==> config.mk <==
export PLATFORM = sky130hd
export DESIGN_NAME = periodic_task_scheduler_table_core
export DESIGN_NICKNAME = d
export VERILOG_FILES = /design/src/rtl/core/pts_pkg.sv /design/src/rtl/core/pts_mem.sv /design/src/rtl/core/pts_pick.sv /design/src/rtl/core/periodic_task_scheduler_table_core.sv
export SDC_FILE = /design/constraint.sdc
export NUM_CORES = 2
export LEC_CHECK = 0
export ABC_AREA = 1
export BUFFER_PORTS_ARGS = -buffer_cell sky130_fd_sc_hd__buf_2
export CORE_AREA = 2 2 376 378
export DETAILED_ROUTE_END_ITERATION = 8
export DIE_AREA = 0 0 378 380
export PLACE_DENSITY = 0.71
export SLEW_MARGIN = 40
export SYNTH_ARGS = -nofsm -noshare
export SYNTH_HDL_FRONTEND = slang
export SYNTH_SLANG_ARGS = --single-unit
==> constraint.sdc <==
create_clock -name clk -period 16.2 [get_ports clk]
set_input_delay 3.24 -clock clk [delete_from_list [all_inputs] [get_ports clk]]
set_output_delay 3.24 -clock clk [all_outputs]
set_load 0.01 [all_outputs]
==> src/rtl/core/pts_pkg.sv <==
// ----------------------------------------------------------------------------
// pts_pkg
// Shared types and constants for the periodic task scheduler table.
// ----------------------------------------------------------------------------
`default_nettype none
package pts_pkg;

  typedef enum logic [1:0] {
    SL_EMPTY = 2'd0,
    SL_WAIT  = 2'd1,
    SL_READY = 2'd2
  } slot_st_t;

  typedef enum logic [2:0] {
    S_IDLE,
    S_REL,
    S_SEL,
    S_RD,
    S_UPD
  } state_t;

  localparam logic [1:0] POL_FCFS = 2'd0;
  localparam logic [1:0] POL_SRT  = 2'd1;
  localparam logic [1:0] POL_EDF  = 2'd2;
  localparam logic [1:0] POL_RM   = 2'd3;

  localparam logic CMD_LOAD = 1'b0;
  localparam logic CMD_TICK = 1'b1;

  function automatic logic [31:0] sat_add32(input logic [31:0] a, input logic [31:0] b);
    logic [32:0] s;
    s = {1'b0, a} + {1'b0, b};
    return s[32] ? 32'hFFFF_FFFF : s[31:0];
  endfunction

endpackage
`default_nettype wire

==> src/rtl/core/pts_mem.sv <==
// ----------------------------------------------------------------------------
// pts_mem
// Per-slot task record store, one write and one registered read port.
// ----------------------------------------------------------------------------
`default_nettype none
module pts_mem #(
  parameter int DEPTH = 16,
  parameter int AW    = 4,
  parameter int W     = 81
) (
  input  wire logic          clk,
  input  wire logic          we,
  input  wire logic [AW-1:0] waddr,
  input  wire logic [W-1:0]  wdata,
  input  wire logic [AW-1:0] raddr,
  output logic      [W-1:0]  rdata
);

  logic [W-1:0] mem [DEPTH];

  always_ff @(posedge clk) begin
    if (we) begin
      mem[waddr] <= wdata;
    end
  end

  always_ff @(posedge clk) begin
    rdata <= mem[raddr];
  end

endmodule
`default_nettype wire

==> src/rtl/core/pts_pick.sv <==
// ----------------------------------------------------------------------------
// pts_pick
// Running best-candidate tracker for the selection pass.
// ----------------------------------------------------------------------------
`default_nettype none
module pts_pick #(
  parameter int TIME_BITS = 16,
  parameter int SB        = 4
) (
  input  wire logic                 clk,
  input  wire logic                 rst,
  input  wire logic                 clear,
  input  wire logic                 cand_en,
  input  wire logic [1:0]           policy,
  input  wire logic [SB-1:0]        cand_slot,
  input  wire logic [TIME_BITS-1:0] cand_rel,
  input  wire logic [15:0]          cand_units,
  input  wire logic [15:0]          cand_size,
  input  wire logic [15:0]          cand_per,
  input  wire logic [15:0]          cand_age,
  output logic                      found,
  output logic      [SB-1:0]        best_slot
);

  localparam int KW = ((TIME_BITS > 16) ? TIME_BITS : 16) + 1;

  logic [KW-1:0] b_key;
  logic [15:0]   b_size;
  logic [15:0]   b_age;
  logic [KW-1:0] c_key;
  logic          wins;

  always_comb begin
    case (policy)
      pts_pkg::POL_SRT: c_key = KW'(cand_units);
      pts_pkg::POL_EDF: c_key = KW'(cand_rel) + KW'(cand_per);
      pts_pkg::POL_RM:  c_key = KW'(cand_per);
      default:          c_key = '0;
    endcase
    if (!found) begin
      wins = 1'b1;
    end else if (c_key != b_key) begin
      wins = c_key < b_key;
    end else if (policy[1] && cand_size != b_size) begin
      wins = cand_size < b_size;
    end else begin
      wins = cand_age > b_age;
    end
  end

  always_ff @(posedge clk) begin
    if (rst || clear) begin
      found <= 1'b0;
    end else if (cand_en && wins) begin
      found <= 1'b1;
    end
  end

  always_ff @(posedge clk) begin
    if (cand_en && wins) begin
      best_slot <= cand_slot;
      b_key     <= c_key;
      b_size    <= cand_size;
      b_age     <= cand_age;
    end
  end

endmodule
`default_nettype wire

==> src/rtl/core/periodic_task_scheduler_table_core.sv <==
// ----------------------------------------------------------------------------
// periodic_task_scheduler_table_core
// Task table with release, policy selection and one-unit execution per tick.
//
// channel   signals                                         dir
// command   start, busy, command, task_slot, release_time,  in
//           run_length, task_period
// result    done, ran, task_id, deadline_missed,            out
//           job_finished, tick_time, total_*
// config    cfg_we, cfg_data                                in
//
// A load's result strobes on the next cycle after it is accepted.
// A tick makes one memory pass for release, one for selection, then, if a task
// was selected, a re-read of the winner and its write-back.
// busy is high during a tick. Results cannot be stalled.
// rst is synchronous; it empties all slots and clears time and sums.
// ----------------------------------------------------------------------------
`default_nettype none
module periodic_task_scheduler_table_core #(
  parameter int TASK_SLOTS = 16,
  parameter int TIME_BITS  = 16
) (
  input  wire logic        clk,
  input  wire logic        rst,
  input  wire logic        start,
  output logic             busy,
  input  wire logic        command,
  input  wire logic [3:0]  task_slot,
  input  wire logic [15:0] release_time,
  input  wire logic [15:0] run_length,
  input  wire logic [15:0] task_period,
  input  wire logic        cfg_we,
  input  wire logic [1:0]  cfg_data,
  output logic             done,
  output logic             ran,
  output logic      [3:0]  task_id,
  output logic             deadline_missed,
  output logic             job_finished,
  output logic      [15:0] tick_time,
  output logic      [31:0] total_completion,
  output logic      [31:0] total_waiting,
  output logic      [31:0] total_response
);

  localparam int SB = (TASK_SLOTS > 1) ? $clog2(TASK_SLOTS) : 1;
  localparam int CB = SB + 1;
  localparam int KW = ((TIME_BITS > 16) ? TIME_BITS : 16) + 1;
  localparam int W  = TIME_BITS + 65;
  localparam logic [TIME_BITS-1:0] TMAX = '1;

  pts_pkg::state_t   state, state_next;
  pts_pkg::slot_st_t status [TASK_SLOTS];

  logic [1:0]           policy;
  logic [TIME_BITS-1:0] cur_time;
  logic [15:0]          seq_counter;
  logic [31:0]          comp_sum, wait_sum, resp_sum;
  logic [CB-1:0]        cnt;
  logic [CB-1:0]        cnt_new;
  logic                 rv;
  logic [SB-1:0]        ra;

  logic                 we;
  logic [SB-1:0]        waddr, raddr;
  logic [W-1:0]         wdata, rdata;

  logic [TIME_BITS-1:0] m_rel;
  logic [15:0]          m_units, m_size, m_per, m_seq;
  logic                 m_ever;

  logic                 accept, issue, slot_ok, rel_hit, cand_en;
  logic                 found;
  logic [SB-1:0]        best;
  logic [TIME_BITS-1:0] rel_c, t1, new_rel;
  logic [KW-1:0]        rel_per, due, term;
  logic                 missed, fin;
  logic [15:0]          new_units;
  logic [CB-1:0]        n_adj;

  assign accept  = start && !busy;
  assign busy    = state != pts_pkg::S_IDLE;
  assign slot_ok = int'(task_slot) < TASK_SLOTS;
  assign issue   = (state == pts_pkg::S_REL || state == pts_pkg::S_SEL)
                   && cnt < CB'(TASK_SLOTS);
  assign raddr   = (state == pts_pkg::S_RD) ? best : cnt[SB-1:0];

  assign m_rel   = rdata[W-1 -: TIME_BITS];
  assign m_units = rdata[64:49];
  assign m_size  = rdata[48:33];
  assign m_per   = rdata[32:17];
  assign m_ever  = rdata[16];
  assign m_seq   = rdata[15:0];

  assign rel_c   = (33'(release_time) > 33'(TMAX)) ? TMAX : TIME_BITS'(release_time);
  assign rel_hit = rv && status[ra] == pts_pkg::SL_WAIT && m_rel <= cur_time;
  assign cand_en = state == pts_pkg::S_SEL && rv && status[ra] == pts_pkg::SL_READY;

  assign t1      = (cur_time == TMAX) ? cur_time : cur_time + 1'b1;
  assign rel_per = KW'(m_rel) + KW'(m_per);
  assign missed  = m_per != 16'd0 && KW'(cur_time) >= rel_per;
  assign fin     = m_units <= 16'd1;
  assign due     = KW'(m_rel) + KW'(m_size);
  assign term    = (KW'(t1) > due) ? KW'(t1) - due : '0;
  assign new_rel = (fin && m_per != 16'd0)
                   ? ((rel_per > KW'(TMAX)) ? TMAX : TIME_BITS'(rel_per)) : m_rel;
  assign new_units = fin ? ((m_per != 16'd0) ? m_size : 16'd0) : m_units - 16'd1;
  assign n_adj   = cnt_new - CB'(found && !m_ever);

  pts_mem #(.DEPTH(TASK_SLOTS), .AW(SB), .W(W)) u_mem (
    .clk   (clk),
    .we    (we),
    .waddr (waddr),
    .wdata (wdata),
    .raddr (raddr),
    .rdata (rdata)
  );

  pts_pick #(.TIME_BITS(TIME_BITS), .SB(SB)) u_pick (
    .clk        (clk),
    .rst        (rst),
    .clear      (accept),
    .cand_en    (cand_en),
    .policy     (policy),
    .cand_slot  (ra),
    .cand_rel   (m_rel),
    .cand_units (m_units),
    .cand_size  (m_size),
    .cand_per   (m_per),
    .cand_age   (seq_counter - m_seq),
    .found      (found),
    .best_slot  (best)
  );

  always_comb begin
    we    = 1'b0;
    waddr = ra;
    wdata = rdata;
    unique case (state)
      pts_pkg::S_IDLE: begin
        if (accept && command == pts_pkg::CMD_LOAD && slot_ok) begin
          we    = 1'b1;
          waddr = SB'(task_slot);
          wdata = {rel_c, run_length, run_length, task_period, 1'b0, 16'h0000};
        end
      end
      pts_pkg::S_REL: begin
        if (rel_hit) begin
          we    = 1'b1;
          wdata = {rdata[W-1:16], seq_counter};
        end
      end
      pts_pkg::S_UPD: begin
        if (found) begin
          we    = 1'b1;
          waddr = best;
          wdata = {new_rel, new_units, m_size, m_per, 1'b1, m_seq};
        end
      end
      default: ;
    endcase
  end

  always_comb begin
    state_next = state;
    unique case (state)
      pts_pkg::S_IDLE:
        if (accept && command == pts_pkg::CMD_TICK) state_next = pts_pkg::S_REL;
      pts_pkg::S_REL:
        if (!issue && !rv) state_next = pts_pkg::S_SEL;
      pts_pkg::S_SEL:
        if (!issue && !rv) state_next = found ? pts_pkg::S_RD : pts_pkg::S_UPD;
      pts_pkg::S_RD:
        state_next = pts_pkg::S_UPD;
      pts_pkg::S_UPD:
        state_next = pts_pkg::S_IDLE;
      default:
        state_next = pts_pkg::S_IDLE;
    endcase
  end

  always_ff @(posedge clk) begin
    if (rst) begin
      state       <= pts_pkg::S_IDLE;
      policy      <= pts_pkg::POL_FCFS;
      cur_time    <= '0;
      seq_counter <= '0;
      comp_sum    <= '0;
      wait_sum    <= '0;
      resp_sum    <= '0;
      done        <= 1'b0;
      rv          <= 1'b0;
      cnt         <= '0;
      for (int i = 0; i < TASK_SLOTS; i++) begin
        status[i] <= pts_pkg::SL_EMPTY;
      end
    end else begin
      done  <= 1'b0;
      state <= state_next;
      rv    <= issue;
      if (cfg_we) begin
        policy <= cfg_data;
      end
      if (issue) begin
        cnt <= cnt + 1'b1;
        ra  <= cnt[SB-1:0];
      end
      unique case (state)
        pts_pkg::S_IDLE: begin
          cnt     <= '0;
          cnt_new <= '0;
          if (accept && command == pts_pkg::CMD_LOAD) begin
            if (slot_ok) begin
              status[SB'(task_slot)] <= pts_pkg::SL_WAIT;
              comp_sum <= pts_pkg::sat_add32(comp_sum, 32'(run_length));
            end
            done            <= 1'b1;
            ran             <= 1'b0;
            task_id         <= 4'd0;
            deadline_missed <= 1'b0;
            job_finished    <= 1'b0;
            tick_time       <= (33'(cur_time) > 33'(16'hFFFF)) ? 16'hFFFF : 16'(cur_time);
          end
        end
        pts_pkg::S_REL: begin
          if (rel_hit) begin
            status[ra]  <= pts_pkg::SL_READY;
            seq_counter <= seq_counter + 16'd1;
            resp_sum    <= pts_pkg::sat_add32(resp_sum, 32'(cur_time - m_rel));
          end
          if (!issue && !rv) begin
            cnt <= '0;
          end
        end
        pts_pkg::S_SEL: begin
          if (cand_en && !m_ever) begin
            cnt_new <= cnt_new + 1'b1;
          end
        end
        pts_pkg::S_RD: ;
        pts_pkg::S_UPD: begin
          done            <= 1'b1;
          ran             <= found;
          task_id         <= found ? 4'(best) : 4'd0;
          deadline_missed <= found && missed;
          job_finished    <= found && fin;
          tick_time       <= (33'(cur_time) > 33'(16'hFFFF)) ? 16'hFFFF : 16'(cur_time);
          cur_time        <= t1;
          if (found) begin
            if (fin) begin
              status[best] <= (m_per != 16'd0) ? pts_pkg::SL_WAIT : pts_pkg::SL_EMPTY;
              comp_sum <= pts_pkg::sat_add32(comp_sum, 32'(term));
              wait_sum <= pts_pkg::sat_add32(wait_sum, 32'(term));
            end
            if (cur_time != TMAX) begin
              resp_sum <= pts_pkg::sat_add32(resp_sum, 32'(n_adj));
            end
          end
        end
        default: ;
      endcase
    end
  end

  assign total_completion = comp_sum;
  assign total_waiting    = wait_sum;
  assign total_response   = resp_sum;

  a_tick_goes_busy: assert property (@(posedge clk) disable iff (rst)
    (accept && command == pts_pkg::CMD_TICK) |=> busy)
    else $error("tick transfer did not start a scan");

  a_done_source: assert property (@(posedge clk) disable iff (rst)
    done |-> ($past(state == pts_pkg::S_UPD) || $past(accept && command == pts_pkg::CMD_LOAD)))
    else $error("result strobe without a finished command");

  a_fin_needs_ran: assert property (@(posedge clk) disable iff (rst)
    (done && (job_finished || deadline_missed)) |-> ran)
    else $error("job flags set on a result where no task ran");

endmodule
`default_nettype wire
==> run summary <==
Tightest Pin Transition -> 900.7 ps
peak supply drop -> 102.7 uV
cell area after synthesis -> 76380 sq um
Hold EP -> tick_time[0]
clock skew -> 29.92 ps
asr flop ratio synth -> 0%
post-route cell area -> 85120 sq um
Max-Cap Viols -> 0
# setup viols final -> 0
most common cell after layout, fill and taps aside -> edfxtp_1
CP Class -> reg2reg
IO Count -> 180
Fin. Hold Viols -> 0
cell mode on critical path -> nand2_1
cts repair resizes -> 0
total power draw -> 13.15 mW
Critical Path Source Type -> flip-flop
critical path arrival -> 7570 ps
fmax -> 0.1450 GHz
post-CTS setup buffer count -> 0
hold-fix buffers at CTS -> 0
RePlAce Congestion -> 0.9746
Die ar. -> 143600 sq um
DRC violations left -> 0
RSZ-0062 raised after global routing -> false
CTS tree -> yes
fraction of layout cells with a size suffix above 1 -> 9.030%
worst reg2reg path depth -> 40
area grow syn2layout -> 11.44%
fin crit share -> 42.57%
type of the worst min-delay path -> reg2reg
first-pass GRT wire length -> 332500 um
worst hold start -> cur_time[0]
Worst path max stage delay -> 470 ps
setup TNS -> 0 ps
initial antenna violation count -> 15
final slew viol count -> 0
cts bufs inserted -> 164
Routed Antenna Nets -> 0
outcome -> complete, no violations
total track usage -> 30.50%
Worst setup EP type -> flip-flop
DR WL/cell -> 23.89 um
vias in the first global route -> 54120
syn_area_per_cell -> 10.53 sq um
critical path data required time -> 16870 ps
post-synthesis cell type count -> 68
Post-Layout Cell Count -> 9385
Placed Cells -> 9069
crit-path leading delay family -> compound AO/OA/AOI/OAI gates
PwrDens -> 154.5 nW/um^2
clk slew on worst S/H paths -> 60 ps
Leak Pwr -> 31.40 nW
DIE WIDTH -> 378 um
vias -> 57930
largest net degree at the start of global routing -> 182
Port Buffers -> 179
total grt overflow -> 0
FF+latch count, synth -> 1639
CP Max Fanout -> 23
Reg-to-Reg End -> total_completion[12]
Hold Slack -> 480.9 ps
worst skew pair latency -> 830 ps
Initial DRC Count -> 7361
reg2reg start -> cur_time[3]
commonest non-fill, non-tap cells in the layout -> 1413 x edfxtp_1, 931 x nor2_1, 889 x nand2_1
clock sinks -> 1639
CP bufs+invs -> 7
Pre-antenna DRT Iters -> 6
Post-synth EDFFs -> 1413
clk root buf -> clkbuf_16
Starting Density -> 54.87%
Yosys warning count -> 0
DP Area -> 79560 sq um
Net Count, Synth -> 7550
row cnt -> 137
Slowest-stage cell, CP -> dfxtp_1
die height -> 380 um
Seq/Total Area, Yosys -> 61.48%
Primary FF master, synth -> edfxtp_1
minimum clock period -> 6897 ps
# fillers -> 11160
Hold Path Cell Cnt -> 0
drt via density -> 6.172
nets@finish -> 7662
# H-tree levels -> 4
Critical path origin -> cur_time[3]
Slew HR -> 39.95%
deepest clock path buffer count -> 3
Reg2Reg Setup Slack -> 9300 ps
core area -> 139200 sq um
routed wire length -> 224200 um
hpwl dp -> 137600 um
Cells after Synth -> 7254
[worst reg2reg max path: cells and delay by family (launching register included)]
family | cells | cell delay, ps
AOI/OAI and AO/OA | 14 | 2930
and+or+nand+nor | 17 | 1850
buffers and inverters | 7 | 850
adders and majority gates | 2 | 660
DFF | 1 | 470
[registers in the layout, indices dropped and copies added (netlist names), 2 cells and up, named ones only]
name / cells
total_response: 32
u_pick.b_age: 16
task_id: 4
u_mem.rdata: 81
u_pick.b_size: 16
state: 3
cnt_new: 5
u_pick.best_slot: 4
u_pick.b_key: 17
policy: 2
status: 32
u_mem.mem: 1296
tick_time: 16
ra: 4
cur_time: 16
cnt: 5
seq_counter: 16
total_completion: 32
total_waiting: 32
[power by group]
part,total [mW],internal (mW),switching (mW)
logic,3.76,1.03,2.73
clock network,3.77,2.12,1.65
registers,5.63,5.38,0.245
total,13.2,8.53,4.62
[worst max-delay path by stage]
stage,endpoint,slack (ps),cells after the start
global route,total_completion[10],8650,40
global placement,u_mem.mem[12][3],8670,13
floorplan,u_mem.mem[5][0],5700,10
CTS,total_completion[4],9130,39
detailed placement,u_mem.mem[2][13],8490,14
finish,total_completion[12],9300,40
[logic make-up (layout without fill, tap and decap cells)]
group / Yosys count / count (layout) / synth area share, %
adders and majority gates: 237 / 237 / 3.961
DFF: 1639 / 1639 / 61.48
muxes: 1 / 1 / 0.01474
AOI/OAI and AO/OA: 1898 / 1898 / 14.92
xor gates and xnor gates: 166 / 166 / 1.904
buffers and inverters: 957 / 1211 / 4.802
and+or+nand+nor: 2356 / 2356 / 12.92
other: 0 / 1 / 0
[stage by stage]
| stage | worst slack [ps] | utilization, % |
|---|---|---|
| finish | 9303 | 61.15 |
| global route | 8649 | 61.15 |
| CTS | 9131 | 60.99 |
| global placement | 8673 | 56.89 |
| detailed placement | 8493 | 57.16 |
| floorplan | 5702 | - |
[area by class of cell]
| type | instances | area, sq um | area share (%) |
|---|---|---|---|
| multi-input cells | 4658 | 26060 | 30.61 |
| well taps | 1876 | 2347 | 2.758 |
| clock inverters | 83 | 825.8 | 0.9702 |
| diodes | 1 | 2.502 | 0.002940 |
| clock buffers | 225 | 4506 | 5.293 |
| repair buffers | 296 | 2016 | 2.368 |
| inverters | 607 | 2406 | 2.827 |
| flip-flops and latches | 1639 | 46960 | 55.17 |
[routing by layer]
layer	up-vias	share of wire (%)	track usage [%]
li1	26390	-	-
met1	28090	41	43.74
met2	3023	45	46.79
met3	420	11	5.786
met4	2	3.1	10.31
met5	-	0.0062	0
[synth_stat cells (49+ instances only)]
master       n  area share (%)
nor3_1      90            0.59
o21ai_0    893             5.9
a21oi_1    310             2.0
xnor2_1     50            0.57
nand4_1     51            0.42
a31oi_1     49            0.40
edfxtp_1  1413              56
nor2_1     937             4.6
o221ai_1   266             3.1
xor2_1     116             1.3
clkbuf_1   320             1.6
nand2_1    889             4.4
ha_1       229             3.8
nand3_1    288             1.9
dfxtp_1    226             5.9
o211ai_1   115             1.1
o22ai_1     99            0.81
inv_1      580             2.9
No activity file was read; power rests on OpenSTA's default activity.
